**src/rtl/gna_pkg.sv**
```systemverilog
// Shared types, constants and helper functions for the gauge needle animator.
package gna_pkg;

	localparam int TIMER_W    = 16;
	localparam int INTERVAL_W = 16;
	localparam int STEP_W     = 7;
	localparam int VAL_W      = 7;
	localparam int TGT_W      = 8;
	localparam int ADDR_W     = 5;
	localparam int DATA_W     = 32;
	localparam int IN_W       = 24;
	localparam int OUT_W      = 24;

	localparam logic [VAL_W-1:0] FULL_SCALE = VAL_W'(100);
	localparam logic [VAL_W-1:0] CPU_RESET  = VAL_W'(50);
	localparam logic [VAL_W-1:0] STO_RESET  = VAL_W'(25);

	localparam logic [INTERVAL_W-1:0] EASE_INTERVAL_RST  = INTERVAL_W'(20);
	localparam logic [INTERVAL_W-1:0] SWEEP_INTERVAL_RST = INTERVAL_W'(15);
	localparam logic [STEP_W-1:0]     SWEEP_STEP_RST     = STEP_W'(2);

	typedef enum logic [2:0] {
		REG_EASE_INTERVAL  = 3'd0,
		REG_OUT_INTERVAL   = 3'd1,
		REG_BACK_INTERVAL  = 3'd2,
		REG_OUT_STEP       = 3'd3,
		REG_BACK_STEP      = 3'd4
	} reg_idx_t;

	typedef enum logic [1:0] {
		MODE_HOLD,
		MODE_OUT,
		MODE_BACK,
		MODE_EASE
	} gauge_mode_t;

	typedef struct packed {
		logic [INTERVAL_W-1:0] ease_interval;
		logic [INTERVAL_W-1:0] sweep_out_interval;
		logic [INTERVAL_W-1:0] sweep_back_interval;
		logic [STEP_W-1:0]     sweep_out_step;
		logic [STEP_W-1:0]     sweep_back_step;
	} gna_cfg_t;

	function automatic logic [VAL_W-1:0] clamp_pct(input logic [TGT_W-1:0] raw);
		logic [VAL_W-1:0] res;
		if (raw > TGT_W'(FULL_SCALE)) begin
			res = FULL_SCALE;
		end else begin
			res = raw[VAL_W-1:0];
		end
		return res;
	endfunction

	// Easing step chosen by distance to target
	function automatic logic [STEP_W-1:0] ease_step(input logic [VAL_W-1:0] diff);
		logic [STEP_W-1:0] res;
		if (diff >= VAL_W'(40)) begin
			res = STEP_W'(10);
		end else if (diff >= VAL_W'(20)) begin
			res = STEP_W'(6);
		end else if (diff >= VAL_W'(8)) begin
			res = STEP_W'(3);
		end else if (diff >= VAL_W'(3)) begin
			res = STEP_W'(2);
		end else begin
			res = STEP_W'(1);
		end
		return res;
	endfunction

	function automatic logic [TIMER_W-1:0] timer_inc(input logic [TIMER_W-1:0] t);
		logic [TIMER_W-1:0] res;
		if (&t) begin
			res = t;
		end else begin
			res = t + TIMER_W'(1);
		end
		return res;
	endfunction

endpackage

```
**src/rtl/gna_regs.sv**
```systemverilog
// Configuration register file behind the APB-style port.
module gna_regs
	import gna_pkg::*;
(
	input  logic              clk,
	input  logic              arst_n,
	input  logic              psel,
	input  logic              penable,
	input  logic              pwrite,
	input  logic [ADDR_W-1:0] paddr,
	input  logic [DATA_W-1:0] pwdata,
	output logic [DATA_W-1:0] prdata,
	output logic              pready,
	output gna_cfg_t          cfg
);

	gna_cfg_t cfg_q;
	reg_idx_t idx;
	logic     wr_en;

	assign idx    = reg_idx_t'(paddr[ADDR_W-1:2]);
	assign wr_en  = psel & penable & pwrite;
	assign pready = 1'b1;
	assign cfg    = cfg_q;

	always_ff @(posedge clk or negedge arst_n) begin
		if (!arst_n) begin
			cfg_q.ease_interval       <= EASE_INTERVAL_RST;
			cfg_q.sweep_out_interval  <= SWEEP_INTERVAL_RST;
			cfg_q.sweep_back_interval <= SWEEP_INTERVAL_RST;
			cfg_q.sweep_out_step      <= SWEEP_STEP_RST;
			cfg_q.sweep_back_step     <= SWEEP_STEP_RST;
		end else if (wr_en) begin
			unique case (idx)
				REG_EASE_INTERVAL: cfg_q.ease_interval       <= pwdata[INTERVAL_W-1:0];
				REG_OUT_INTERVAL:  cfg_q.sweep_out_interval  <= pwdata[INTERVAL_W-1:0];
				REG_BACK_INTERVAL: cfg_q.sweep_back_interval <= pwdata[INTERVAL_W-1:0];
				REG_OUT_STEP:      cfg_q.sweep_out_step      <= pwdata[STEP_W-1:0];
				REG_BACK_STEP:     cfg_q.sweep_back_step     <= pwdata[STEP_W-1:0];
				default: begin
				end
			endcase
		end
	end

	always_comb begin
		unique case (idx)
			REG_EASE_INTERVAL: prdata = DATA_W'(cfg_q.ease_interval);
			REG_OUT_INTERVAL:  prdata = DATA_W'(cfg_q.sweep_out_interval);
			REG_BACK_INTERVAL: prdata = DATA_W'(cfg_q.sweep_back_interval);
			REG_OUT_STEP:      prdata = DATA_W'(cfg_q.sweep_out_step);
			REG_BACK_STEP:     prdata = DATA_W'(cfg_q.sweep_back_step);
			default:           prdata = '0;
		endcase
	end

endmodule

```
**src/rtl/gna_gauge.sv**
```systemverilog
// Next-value logic for one gauge needle: sweep up, fixed return step or easing.
module gna_gauge
	import gna_pkg::*;
(
	input  gauge_mode_t       mode,
	input  logic [VAL_W-1:0]  cur,
	input  logic [VAL_W-1:0]  tgt,
	input  logic [STEP_W-1:0] out_step,
	input  logic [STEP_W-1:0] back_step,
	output logic [VAL_W-1:0]  nxt
);

	logic [VAL_W:0]    sum;
	logic [VAL_W-1:0]  diff;
	logic [STEP_W-1:0] step;
	logic [VAL_W-1:0]  toward;

	assign sum  = {1'b0, cur} + {1'b0, out_step};
	assign diff = (cur > tgt) ? (cur - tgt) : (tgt - cur);
	assign step = (mode == MODE_EASE) ? ease_step(diff) : back_step;

	always_comb begin
		if (cur == tgt) begin
			toward = cur;
		end else if (diff <= step) begin
			toward = tgt;
		end else if (cur < tgt) begin
			toward = cur + step;
		end else begin
			toward = cur - step;
		end
	end

	always_comb begin
		unique case (mode)
			MODE_OUT: begin
				nxt = (sum > (VAL_W + 1)'(FULL_SCALE)) ? FULL_SCALE : sum[VAL_W-1:0];
			end
			MODE_BACK, MODE_EASE: nxt = toward;
			default:              nxt = cur;
		endcase
	end

endmodule

```
**src/rtl/gauge_needle_animator.sv**
```systemverilog
// Top level of the gauge needle animator: tick stream in, gauge state out.
//
// Usage: each transaction on the s_t* channel is one millisecond tick carrying
// the enable level, a skip-sweep request and raw cpu/storage targets (clamped
// to 100 inside). Every tick yields exactly one result transaction on the m_t*
// channel with both shown values, the sweep/return phase flags and redraw.
// Configuration registers (intervals and sweep steps) sit on the APB port at
// byte addresses 0, 4, 8, 12 and 16; write them only while no tick is in flight.
// A tick passes through the input register and then the result register before
// it is presented on m_tvalid. Throughput: one tick per cycle unless m_tready
// stalls; state update for a tick is a single pass of compares and adds through
// the gauge logic between the two registers.
// Stall: while m_tready is low the result holds and one more tick can wait in
// the input register; s_tready drops only when both are full.
// Reset: values return to 50 and 25, sweep and skip state clear, timers
// restart at zero and the registers take their default values.
module gauge_needle_animator
	import gna_pkg::*;
(
	input  logic              clk,
	input  logic              arst_n,
	input  logic              s_tvalid,
	output logic              s_tready,
	// enable[0], skip_request[1], cpu_target[9:2], storage_target[17:10], zeros
	input  logic [IN_W-1:0]   s_tdata,
	output logic              m_tvalid,
	input  logic              m_tready,
	// cpu_shown[6:0], storage_shown[13:7], sweeping[14], returning[15], redraw[16]
	output logic [OUT_W-1:0]  m_tdata,
	input  logic              psel,
	input  logic              penable,
	input  logic              pwrite,
	input  logic [ADDR_W-1:0] paddr,
	input  logic [DATA_W-1:0] pwdata,
	output logic [DATA_W-1:0] prdata,
	output logic              pready
);

	gna_cfg_t cfg;

	logic              vld_s1;
	logic              en_s1;
	logic              skip_s1;
	logic [TGT_W-1:0]  cpu_raw_s1;
	logic [TGT_W-1:0]  sto_raw_s1;
	logic              fire;

	logic [VAL_W-1:0]   cpu_q, sto_q;
	logic               en_q, on_q, back_q, skip_q;
	logic [TIMER_W-1:0] ease_el_q, sweep_el_q;

	logic              out_vld_q;
	logic [OUT_W-1:0]  out_data_q;

	logic [VAL_W-1:0]   cpu_t, sto_t;
	logic [TIMER_W-1:0] ease_t, sweep_t;
	logic               rise, fall, skip_p;
	logic [VAL_W-1:0]   cpu_mid, sto_mid;
	logic               on_mid;
	logic [INTERVAL_W-1:0] sweep_iv;
	logic               sweep_go, ease_go;
	gauge_mode_t        mode;
	logic [VAL_W-1:0]   cpu_nx, sto_nx;
	logic               on_n, back_n, skip_n, redraw;
	logic [TIMER_W-1:0] ease_n, sweep_n;

	gna_regs u_regs (
		.clk     (clk),
		.arst_n  (arst_n),
		.psel    (psel),
		.penable (penable),
		.pwrite  (pwrite),
		.paddr   (paddr),
		.pwdata  (pwdata),
		.prdata  (prdata),
		.pready  (pready),
		.cfg     (cfg)
	);

	assign fire     = vld_s1 & (~out_vld_q | m_tready);
	assign s_tready = ~vld_s1 | fire;

	always_ff @(posedge clk or negedge arst_n) begin
		if (!arst_n) begin
			vld_s1 <= 1'b0;
		end else if (s_tready) begin
			vld_s1 <= s_tvalid;
		end
	end

	always_ff @(posedge clk) begin
		if (s_tready && s_tvalid) begin
			en_s1      <= s_tdata[0];
			skip_s1    <= s_tdata[1];
			cpu_raw_s1 <= s_tdata[9:2];
			sto_raw_s1 <= s_tdata[17:10];
		end
	end

	assign cpu_t   = clamp_pct(cpu_raw_s1);
	assign sto_t   = clamp_pct(sto_raw_s1);
	assign ease_t  = timer_inc(ease_el_q);
	assign sweep_t = timer_inc(sweep_el_q);
	assign rise    = en_s1 & ~en_q;
	assign fall    = ~en_s1 & en_q;
	assign skip_p  = skip_q | skip_s1;

	always_comb begin
		cpu_mid = cpu_q;
		sto_mid = sto_q;
		on_mid  = on_q & ~fall;
		if (rise) begin
			if (skip_p) begin
				cpu_mid = cpu_t;
				sto_mid = sto_t;
				on_mid  = 1'b0;
			end else begin
				cpu_mid = '0;
				sto_mid = '0;
				on_mid  = 1'b1;
			end
		end
	end

	// Back flag after the edge step: clear on any enable change
	assign sweep_iv = (back_q & ~rise & ~fall) ? cfg.sweep_back_interval
	                                            : cfg.sweep_out_interval;
	assign sweep_go = en_s1 & on_mid & ((rise & ~skip_p) | (sweep_t >= sweep_iv));
	assign ease_go  = en_s1 & ~on_mid & (ease_t >= cfg.ease_interval);

	always_comb begin
		if (sweep_go) begin
			mode = (back_q & ~rise) ? MODE_BACK : MODE_OUT;
		end else if (ease_go) begin
			mode = MODE_EASE;
		end else begin
			mode = MODE_HOLD;
		end
	end

	gna_gauge u_cpu (
		.mode      (mode),
		.cur       (cpu_mid),
		.tgt       (cpu_t),
		.out_step  (cfg.sweep_out_step),
		.back_step (cfg.sweep_back_step),
		.nxt       (cpu_nx)
	);

	gna_gauge u_sto (
		.mode      (mode),
		.cur       (sto_mid),
		.tgt       (sto_t),
		.out_step  (cfg.sweep_out_step),
		.back_step (cfg.sweep_back_step),
		.nxt       (sto_nx)
	);

	always_comb begin
		on_n    = on_mid;
		back_n  = back_q & ~rise & ~fall;
		skip_n  = skip_p & ~rise;
		ease_n  = ease_go ? '0 : ease_t;
		sweep_n = sweep_go ? '0 : sweep_t;
		if (mode == MODE_OUT && cpu_nx == FULL_SCALE && sto_nx == FULL_SCALE) begin
			back_n = 1'b1;
		end
		if (mode == MODE_BACK && cpu_nx == cpu_t && sto_nx == sto_t) begin
			on_n   = 1'b0;
			back_n = 1'b0;
			ease_n = '0;
		end
	end

	assign redraw = en_s1 & (rise | (cpu_nx != cpu_q) | (sto_nx != sto_q) |
	                         (on_n != on_q) | (back_n != back_q));

	always_ff @(posedge clk or negedge arst_n) begin
		if (!arst_n) begin
			cpu_q      <= CPU_RESET;
			sto_q      <= STO_RESET;
			en_q       <= 1'b0;
			on_q       <= 1'b0;
			back_q     <= 1'b0;
			skip_q     <= 1'b0;
			ease_el_q  <= '0;
			sweep_el_q <= '0;
		end else if (fire) begin
			cpu_q      <= cpu_nx;
			sto_q      <= sto_nx;
			en_q       <= en_s1;
			on_q       <= on_n;
			back_q     <= back_n;
			skip_q     <= skip_n;
			ease_el_q  <= ease_n;
			sweep_el_q <= sweep_n;
		end
	end

	always_ff @(posedge clk or negedge arst_n) begin
		if (!arst_n) begin
			out_vld_q <= 1'b0;
		end else if (fire) begin
			out_vld_q <= 1'b1;
		end else if (m_tready) begin
			out_vld_q <= 1'b0;
		end
	end

	always_ff @(posedge clk) begin
		if (fire) begin
			out_data_q <= {(OUT_W - 17)'(0), redraw, back_n, on_n, sto_nx, cpu_nx};
		end
	end

	assign m_tvalid = out_vld_q;
	assign m_tdata  = out_data_q;

endmodule
```
**config.mk**
```make
export PLATFORM = sky130hd
export DESIGN_NAME = gauge_needle_animator
export DESIGN_NICKNAME = d
export VERILOG_FILES = /design/src/rtl/gna_pkg.sv /design/src/rtl/gna_regs.sv /design/src/rtl/gna_gauge.sv /design/src/rtl/gauge_needle_animator.sv
export SDC_FILE = /design/constraint.sdc
export NUM_CORES = 1
export LEC_CHECK = 0
export BUFFER_PORTS_ARGS = -buffer_cell sky130_fd_sc_hd__clkbuf_2
export CORE_ASPECT_RATIO = 1.2
export CORE_MARGIN = 1.5
export CORE_UTILIZATION = 43
export DETAILED_ROUTE_END_ITERATION = 10
export GPL_TIMING_DRIVEN = 0
export PLACE_DENSITY = 0.68
export SYNTH_ARGS = -nofsm -noshare
export SYNTH_HDL_FRONTEND = slang
export SYNTH_HIERARCHICAL = 1
export SYNTH_SLANG_ARGS = --single-unit
```
**constraint.sdc**
```tcl
create_clock -name clk -period 25.3 [get_ports clk]
set_clock_uncertainty 0.2 [all_clocks]
set_input_delay 7.59 -clock clk [delete_from_list [all_inputs] [get_ports clk]]
set_output_delay 7.59 -clock clk [all_outputs]
set_load 0.05 [all_outputs]
```
After elaboration in Yosys (flattened, before gate mapping)
Index checks and enable logic that the tools add are counted. W data, S select, Z words.

$add $sub $neg: 12. Bitwise logic cells: 31. Mux-type cells: 45. Magnitude comparators: 20. Equality and inequality tests: 17. Reduce and logical (&&, ||, !) cells: 15.

Operators by type and width (number): $mux W7 (24); $mux W16 (6); $pmux W16 S5 (1); $sub A7 B7 Y7 (6); $add A16 B1 Y16 const B (2); $ge A16 B16 Y1 (2); $gt A8 B7 Y1 const B (4); $reduce_and A16 Y1 (2); $eq A7 B7 Y1 (4); $pmux W7 S2 (2); $add A7 B7 Y8 (2); $and A1 B1 Y1 (15); $add A7 B7 Y7 (2); $eq A7 B7 Y1 const B (2); $ge A7 B2 Y1 const B (2); $ge A7 B4 Y1 const B (2); $ge A7 B5 Y1 const B (2); $ge A7 B6 Y1 const B (2); $gt A7 B7 Y1 (2); $le A7 B7 Y1 (2); $lt A7 B7 Y1 (2); $ne A7 B7 Y1 (2); $mux W2 (5); $reduce_and A2 Y1 (5); 13 further kinds (40).

Flip-flop bits (word level): 149. Input bits: 68. Output and inout port bits: 59. Word-level logic and storage cells: 160.

Logic depth before layout (Yosys ltp)
Gate-level depths: netlist of run 1.

Word-level depth: 25. Mapped depth: 45. Depth with buffers taken out: 42.

Hierarchy
The synthesis of run 1 kept the hierarchy.

Modules (own cells, without submodules): gauge_needle_animator (cells each 640, sequential area each 2359.8 um^2, area an instance 5923.2 um^2, times used 1); gna_regs (cells each 240, sequential area each 1566.5 um^2, area an instance 3079.2 um^2, times used 1); gna_gauge (u_sto) (cells each 259, sequential area each 0.0 um^2, area an instance 1916.8 um^2, times used 1); gna_gauge (u_cpu) (cells each 251, sequential area each 0.0 um^2, area an instance 1873.0 um^2, times used 1).

Worst setup path after synthesis of run 1
Ideal clock, no wire load.

Path type: input -> output. Start: input paddr[3]. End: output prdata[0]. Required time: 17510 ps. Stages on the path: 5. Path buffers: 3. Path slack: 8307 ps. Data arrival time: 9203 ps. Path through: buf_2 -> clkbuf_1 -> clkbuf_1 -> a21oi_1 -> o22ai_1.

Cells in the longest elaborated chain, start to end: 2. Elaborated cells between the ends (all ways): 6. Those cells by class: eq/ne: 4; mux: 1; reduce/logical: 1.

Ends and longest elaborated chain: start: declaration (line gauge_needle_animator.sv:33) `input logic [ADDR_W-1:0] paddr,`; $eq A3 B3 Y1 (tied with other cells) (line gna_regs.sv:47) `unique case (idx)`; $pmux W16 S5 * (line gna_regs.sv:47); end: declaration (line gauge_needle_animator.sv:35) `output logic [DATA_W-1:0] prdata,`.

Mark *: on every way between the ends. The rest lies on a longest branch, timed or not.

Worst setup path in the final report of run 1
Start: input paddr[2]. End: output prdata[5].

The elaborated chain is that of the path after synthesis.

==> out/summary.txt, run 1 <==
Reg2Reg Setup Slack: 13.20 ns
num ports: 127
Seq cells post-synth: 149
CTS tree: built
# Max-Cap Violations: 0
number of diodes: 0
mean post-synth cell area: 9.20 um2
Distinct cells, synth: 106
P&R area growth vs syn: 12.5%
nets@finish: 1686
post-route clock period utilization: 0.681
Slew Viols, Final: 0
count of non-filler cells in the finished layout: 1911
final period demand of the worst path: 17.22 ns
CP Capture Type: output port
commonest non-fill, non-tap cell in the layout: nand2_1
setup violators final: 0
cts hold-fix bufs: 0
largest net degree at the start of global routing: 80
Post-Place Worst Slack: 8.13 ns
drt via density: 5.70
DRC: 0
status: finished clean
depth of the CTS H-tree: 4
critical-path maximum fanout: 10
clock sink count: 149
Final WS setup: 8.08 ns
Crit Path Class: in2out
Initial Util: 0.435
sequential-to-total area share from yosys stat: 0.307
Pre-antenna DRT Iters: 5
met2 routed WL: 18100 um
worst reg2reg path depth: 42
r2r startpoint: en_q
worst-margin pin slew: 1.35 ns
Cells after Synth: 1390
global-route wire length before repair: 56400 um
combinational fraction of design power: 0.595
met3 wire len: 1340 um
Sw Ratio: 0.458
fmax: 0.0581 GHz
Placer Congestion: 0.908
ys flop type: dfrtp_1
PwrDens: 106 nW/um2
startpoint class of the critical path: input port
RSZ-0062 raised after global routing: no
Routed WL per cell: 18.3 um
Multi-input gate area: 8110 um2
DIE AREA: 30800 um2
Vias: 10900
leak pwr: 6.58 nW
CTS root buffer: clkbuf_16
worst r2r dst: m_tdata[16]
Post CTS Setup Buffer Count: 0
layout cell share with drive strength beyond 1: 0.212
Post-DP Area: 13800 um2
post-synthesis async set-or-reset flop share: 0.765
EDFF count, synth: 35
vias in the first global route: 10800
Req. time, crit path: 17.51 ns
placed cell count: 1879
net switching power figure: 0.697 mW
initial antenna violation count: 0
die extent in x: 160 um
Internal Power: 0.826 mW
Netlist Area Pre-Place: 12800 um2
Die Span Y: 192 um
DP HPWL: 27300 um
Layout fillers: 2786
Row Count: 69
CTS Buffer Depth: 2
VDD IR-drop max: 57.9 uV
Skew-Pair Late Insertion Delay: 0.44 ns
Num CTS Buffers: 17
clock share of power: 0.174
CP arrival: 9.43 ns
Routed Antenna Nets: 0
Hold Path Class: reg2reg
max_slew headroom: 0.0953
part of the power in registers: 0.231
most frequent cells in the layout: nand2_1, ha_1, dfrtp_1
Post-CTS Resized: 0
Overflow after GRT: 0
Post-Route WL: 35000 um
DRT iter0 DRCs: 778
Core Area: 29400 um2
Critical path destination: prdata[5]
worst setup path start: paddr[2]
Global Route Usage Sum: 0.234
highest routed metal layer: met4
port bufs: 77
Synth Warn #: 6
M1 WL: 14200 um
Worst-path clk slew: 0.06 ns
setup TNS: 0 ns
final-report hold violation count: 0
register area: 3930 um2
design area: 14400 um2
==> metrics by stage <==
step | util | power [mW] | hold WS [ns]
finish | 0.489 | 1.52 | 0.275
global route | 0.489 | 1.64 | 0.303
CTS | 0.489 | 1.52 | 0.277
detailed placement | 0.468 | 1.25 | 0.266
global placement | 0.467 | 1.23 | 0.262
floorplan | - | 1.04 | 0.253
==> state kept, by name, summed over array words and instances (netlist names), 7 cells and up <==
register,count
sto_q,7
u_regs/cfg,62
cpu_raw_s1,8
sto_raw_s1,8
sweep_el_q,16
ease_el_q,16
m_tdata,17
cpu_q,7
==> layer usage <==
metal	vias up	GRT usage
li1	5235	-
met1	5261	0.271
met2	319	0.428
met3	75	0.0335
met4	0	0.101
met5	-	0
==> power by group through the flow <==
stage / combinational [mW] / sequential [mW] / clock [mW]
5_1_grt: 1.00 / 0.359 / 0.279
2_1_floorplan: 0.675 / 0.367 / 0
4_1_cts: 0.898 / 0.352 / 0.269
3_5_place_dp: 0.893 / 0.356 / 0
6_report: 0.906 / 0.353 / 0.265
3_3_place_gp: 0.873 / 0.354 / 0
==> worst max-delay path, stage by stage <==
cell	delay [ns]
clkbuf_2	0.10
buf_2	0.25
buf_4	0.28
nor2b_1	0.44
a22oi_1	0.17
o22ai_1	0.27
clkbuf_2	0.33
==> cells in the mapped netlist (11+ instances only) <==
master / instances / area share
a21o_1: 25 / 0.015
dfrtp_1: 96 / 0.19
nor2_1: 58 / 0.017
edfxtp_1: 35 / 0.082
or2_2: 13 / 0.0064
o21ai_0: 53 / 0.021
nor4_1: 12 / 0.0059
a21oi_1: 94 / 0.037
nor2b_1: 18 / 0.0088
o22ai_1: 11 / 0.0054
a31oi_1: 11 / 0.0054
mux2_2: 75 / 0.066
nand4_1: 18 / 0.0088
mux2i_1: 46 / 0.036
nor3_1: 17 / 0.0067
nand2_1: 158 / 0.046
a22o_1: 23 / 0.016
inv_1: 84 / 0.025
a211oi_1: 13 / 0.0076
ha_1: 102 / 0.10
dfstp_2: 18 / 0.037
clkbuf_1: 22 / 0.0065
buf_2: 13 / 0.0051
nor3b_1: 11 / 0.0065
xor2_1: 28 / 0.019
buf_4: 30 / 0.018
xnor2_1: 45 / 0.031
and2_1: 15 / 0.0073
nand3_1: 34 / 0.013
==> cell families (layout without fill, tap and decap cells) <==
family          Yosys count  in the layout  synth area share
compound gates          337            337             0.183
flops                   149            149             0.307
other cells               3             24          0.000880
buf+inv                 167            277            0.0649
xor+xnor                 76             76            0.0538
fa+ha+maj               110            110             0.112
mux                     121            121             0.102
simple gates            427            427             0.177
==> worst min-delay path by stage <==
stage / startpoint / depth (start not counted) / endpoint
3_5_place_dp: sto_q[3] / 2 / sto_q[3]
4_1_cts: sto_q[3] / 2 / sto_q[3]
5_1_grt: sto_q[4] / 2 / sto_q[4]
3_3_place_gp: sto_q[3] / 2 / sto_q[3]
2_1_floorplan: cpu_q[1] / 2 / cpu_q[1]
6_report: sto_q[3] / 2 / sto_q[3]
==> final cells by class <==
cell class | count | area share
inverter | 89 | 0.0232
timing repair buffer | 78 | 0.0293
multi-input combinational | 1095 | 0.564
clock inverter | 11 | 0.0103
clock buffer | 21 | 0.0320
tap | 390 | 0.0339
sequential | 149 | 0.273
buffer | 78 | 0.0346
No activity file was read; power rests on OpenSTA's default activity.
==> inputs of run 2 (changes only) <==
PLACE_DENSITY = 0.7   (was 0.68)
clock period = 14.9 ns   (was 25.3 ns; I/O delays follow)
==> out/summary.txt, run 2 (same netlist as run 1, synthesis figures left out) <==
global-route wire length before repair: 56300 um
DRT iter0 DRCs: 838
Hold Path Class: reg2reg
Req. time, crit path: 14.97 ns
clock sink count: 149
CTS root buffer: clkbuf_16
leak pwr: 6.58 nW
DRC: 0
nets@finish: 1686
DIE AREA: 30800 um2
# Max-Cap Violations: 1
Row Count: 69
Post-Route WL: 35200 um
worst-margin pin slew: 1.47 ns
fmax: 0.0811 GHz
number of diodes: 0
CP arrival: 12.40 ns
startpoint class of the critical path: flop
initial antenna violation count: 0
critical-path maximum fanout: 11
Routed WL per cell: 18.4 um
failing checks: max-capacitance violations
DP HPWL: 27300 um
final-report hold violation count: 0
Final Total Pwr: 2.58 mW
Num CTS Buffers: 17
setup TNS: 0 ns
Final WS setup: 2.57 ns
CP Capture Type: flop
Max stage delay on crit path: 1.15 ns
Worst-path clk slew: 0.06 ns
Global Route Usage Sum: 0.232
Die Span Y: 192 um
vias in the first global route: 10900
Worst path top cell family by delay: compound AO/OA/AOI/OAI gates
final core occ: 0.488
layout cell share with drive strength beyond 1: 0.211
commonest non-fill, non-tap cell in the layout: nand2_1
post-route clock period utilization: 0.828
final period demand of the worst path: 12.33 ns
Post CTS Setup Buffer Count: 0
VDD IR-drop max: 108 uV
P&R area growth vs syn: 12.4%
num ports: 127
Buf+Inv Stages, Crit Path: 6
Skew-Pair Late Insertion Delay: 0.44 ns
Overflow after GRT: 0
die extent in x: 160 um
PwrDens: 180 nW/um2
port bufs: 77
status: finished with violations
depth of the CTS H-tree: 4
Placer Congestion: 0.930
Routed Antenna Nets: 0
Pre-antenna DRT Iters: 6
critical path's slowest cell: o31ai_1
largest net degree at the start of global routing: 85
flip-flop count of the largest register after layout: 62
Initial Util: 0.435
CTS tree: built
cts hold-fix bufs: 0
Core Area: 29400 um2
setup violators final: 0
Post-Place Worst Slack: 2.93 ns
Crit Path Class: reg2reg
Slew Viols, Final: 0
drt via density: 5.76
max_slew headroom: 0.0135
Post-CTS Resized: 0
most frequent cells in the layout: nand2_1, ha_1, dfrtp_1
RSZ-0062 raised after global routing: no
CTS Buffer Depth: 2
Vias: 11000
## run 2: routing by layer
metal | vias to the layer above | GRT usage | wire, um
li1 | 5228 | - | -
met1 | 5267 | 0.266 | 14000
met2 | 407 | 0.426 | 18100
met3 | 97 | 0.0333 | 1740
met4 | 0 | 0.105 | 1290
met5 | - | 0 | 0
## run 2: final timing paths
kind	start	to	slack [ns]	depth (start not counted)
setup / recovery	en_q	m_tdata[16]	2.57	42
hold / removal	sto_q[3]	sto_q[3]	0.28	2
setup reg to reg	en_q	m_tdata[16]	2.57	42
hold reg to reg	sto_q[3]	sto_q[3]	0.28	2
max in group asynchronous	arst_n	cpu_q[1]	10.01	2
min in group asynchronous	arst_n	u_regs/cfg[37]	3.72	1
## run 2: per-stage QoR
step	instances	hold slack [ns]	cell area, um2
after detailed placement	1879	0.269	13800
after global placement	1878	0.263	13700
after CTS	1911	0.279	14400
after global routing	1911	0.299	14400
after floorplan	1411	0.253	12900
final	1911	0.282	14400
## run 2: power by group
group	internal, mW	switching [mW]	total (mW)	leakage, nW
Clock	0.263	0.172	0.435	0.291
Sequential	0.519	0.0802	0.599	1.76
Combinational	0.613	0.938	1.55	4.53
Total	1.39	1.19	2.58	6.58
## run 2: worst min-delay path, stage by stage, from the launching register on
cell and delay (ns):
dfstp_2 0.38, nand2_1 0.05, nand2_1 0.05
## run 2: final cells by class
cell class,instances,area (um2)
clock buffer,26,532
fill,2780,15100
timing repair buffer,78,422
inverter,89,334
sequential,149,3930
multi-input combinational,1095,8110
buffer,78,498
clock inverter,6,62.6
tap,390,488
==> inputs of run 3 (changes only) <==
clock period = 9.9 ns   (was 14.9 ns; I/O delays follow)
==> out/summary.txt, run 3 (same netlist as run 1, synthesis figures left out) <==
startpoint class of the critical path: flop
placed cell count: 1879
Initial Util: 0.435
clock sink count: 149
nets@finish: 1705
most frequent cells in the layout: nand2_1, ha_1, dfrtp_1
worst r2r dst: m_tdata[16]
P&R area growth vs syn: 15.7%
# Max-Cap Violations: 0
Slew Viols, Final: 0
Skew-Pair Late Insertion Delay: 0.44 ns
count of non-filler cells in the finished layout: 1930
design area: 14800 um2
Final WS setup: 0.288 ns
initial antenna violation count: 0
die extent in x: 160 um
Worst-path clk slew: 0.06 ns
number of diodes: 0
Routed Antenna Nets: 0
Max stage delay on crit path: 0.53 ns
Overflow after GRT: 0
num ports: 127
Post-Place Worst Slack: -2.07 ns
Vias: 11200
status: finished clean
flip-flop count of the largest register after layout: 62
Post-DP Area: 13800 um2
PwrDens: 270 nW/um2
drt via density: 5.79
layout cell share with drive strength beyond 1: 0.253
worst-margin pin slew: 1.11 ns
Hold Crit Endpoint: sto_q[3]
vias in the first global route: 11000
Routed WL per cell: 18.5 um
global-route wire length before repair: 56300 um
port bufs: 77
r2r startpoint: en_q
CTS root buffer: clkbuf_16
largest net degree at the start of global routing: 85
Global Route Usage Sum: 0.232
DIE AREA: 30800 um2
Final Total Pwr: 4.00 mW
max_slew headroom: 0.251
CP Capture Type: flop
fmax: 0.104 GHz
Crit Path Class: reg2reg
final-report hold violation count: 0
Placer Congestion: 0.930
DP HPWL: 27300 um
final period demand of the worst path: 9.61 ns
critical-path maximum fanout: 11
Row Count: 69
worst setup path start: en_q
DRC: 0
Post-Route WL: 35800 um
Req. time, crit path: 9.97 ns
leak pwr: 6.79 nW
Pre-antenna DRT Iters: 7
CP arrival: 9.68 ns
Die Span Y: 192 um
depth of the CTS H-tree: 4
critical path's slowest cell: or4_4
CTS tree: built
post-route clock period utilization: 0.971
VDD IR-drop max: 161 uV
CTS Buffer Depth: 2
DRT iter0 DRCs: 798
setup violators final: 0
Hold Path Depth: 2
Hold Path Class: reg2reg
Reg2Reg Setup Slack: 0.29 ns
cts hold-fix bufs: 0
commonest non-fill, non-tap cell in the layout: nand2_1
Num CTS Buffers: 17
Hold Crit Start: sto_q[3]
Core Area: 29400 um2
worst reg2reg path depth: 39
-- run 3: changes by cell type in the layout (fill, tap and decap cells not counted), sizes merged --
cell / before / now
buf: 56 / 77
clkbuf: 126 / 124
-- run 3: routing by layer --
layer | vias up | global-route usage | part of all wire
li1 | 5276 | - | -
met1 | 5380 | 0.263 | 0.39
met2 | 421 | 0.428 | 0.52
met3 | 95 | 0.0339 | 0.050
met4 | 0 | 0.110 | 0.040
met5 | - | 0 | 0
-- run 3: worst max-delay path by stage --
stage / end / slack, ns / depth (start not counted)
floorplan: ease_el_q[0] / 0.81 / 38
global placement: m_tdata[16] / -1.88 / 42
detailed placement: m_tdata[16] / -2.07 / 42
CTS: m_tdata[16] / 0.02 / 41
global route: m_tdata[16] / -0.03 / 41
finish: m_tdata[16] / 0.29 / 39
-- run 3: worst max-delay path, delay by kind of cell (launching register included) --
family,cells,cell delay (ns)
compound gates,14,3.25
buf+inv,5,0.98
fa+ha+maj,3,0.89
simple gates,12,2.50
xor+xnor,2,0.40
mux,3,0.81
flops,1,0.36
-- run 3: cell type report --
class	instances	area, um2
buffer	76	513
clock buffer	26	532
clock inverter	6	62.6
fill	2739	14600
inverter	89	334
multi-input combinational	1095	8370
sequential	149	3930
tap	390	488
timing repair buffer	99	577
-- run 3: stage by stage --
stage	hold slack, ns	setup TNS (ns)	utilization
final	0.283	0	0.503
after global routing	0.299	-0.0608	0.503
after CTS	0.279	0	0.496
after detailed placement	0.269	-41.72	0.468
after global placement	0.263	-38.25	0.467
after floorplan	0.253	0	-
-- run 3: what timing repair did --
action | CTS | global route
gates cloned | 0 | 1
resized for setup | 38 | 32
pin swaps | 6 | 8
buffers inserted | 9 | 11
endpoints found under the setup margin | 25 | 21
-- run 3: where the power goes --
part	switching, mW	leakage [nW]	internal [mW]
Sequential	0.123	1.76	0.781
Combinational	1.46	4.74	0.980
Clock	0.259	0.291	0.396
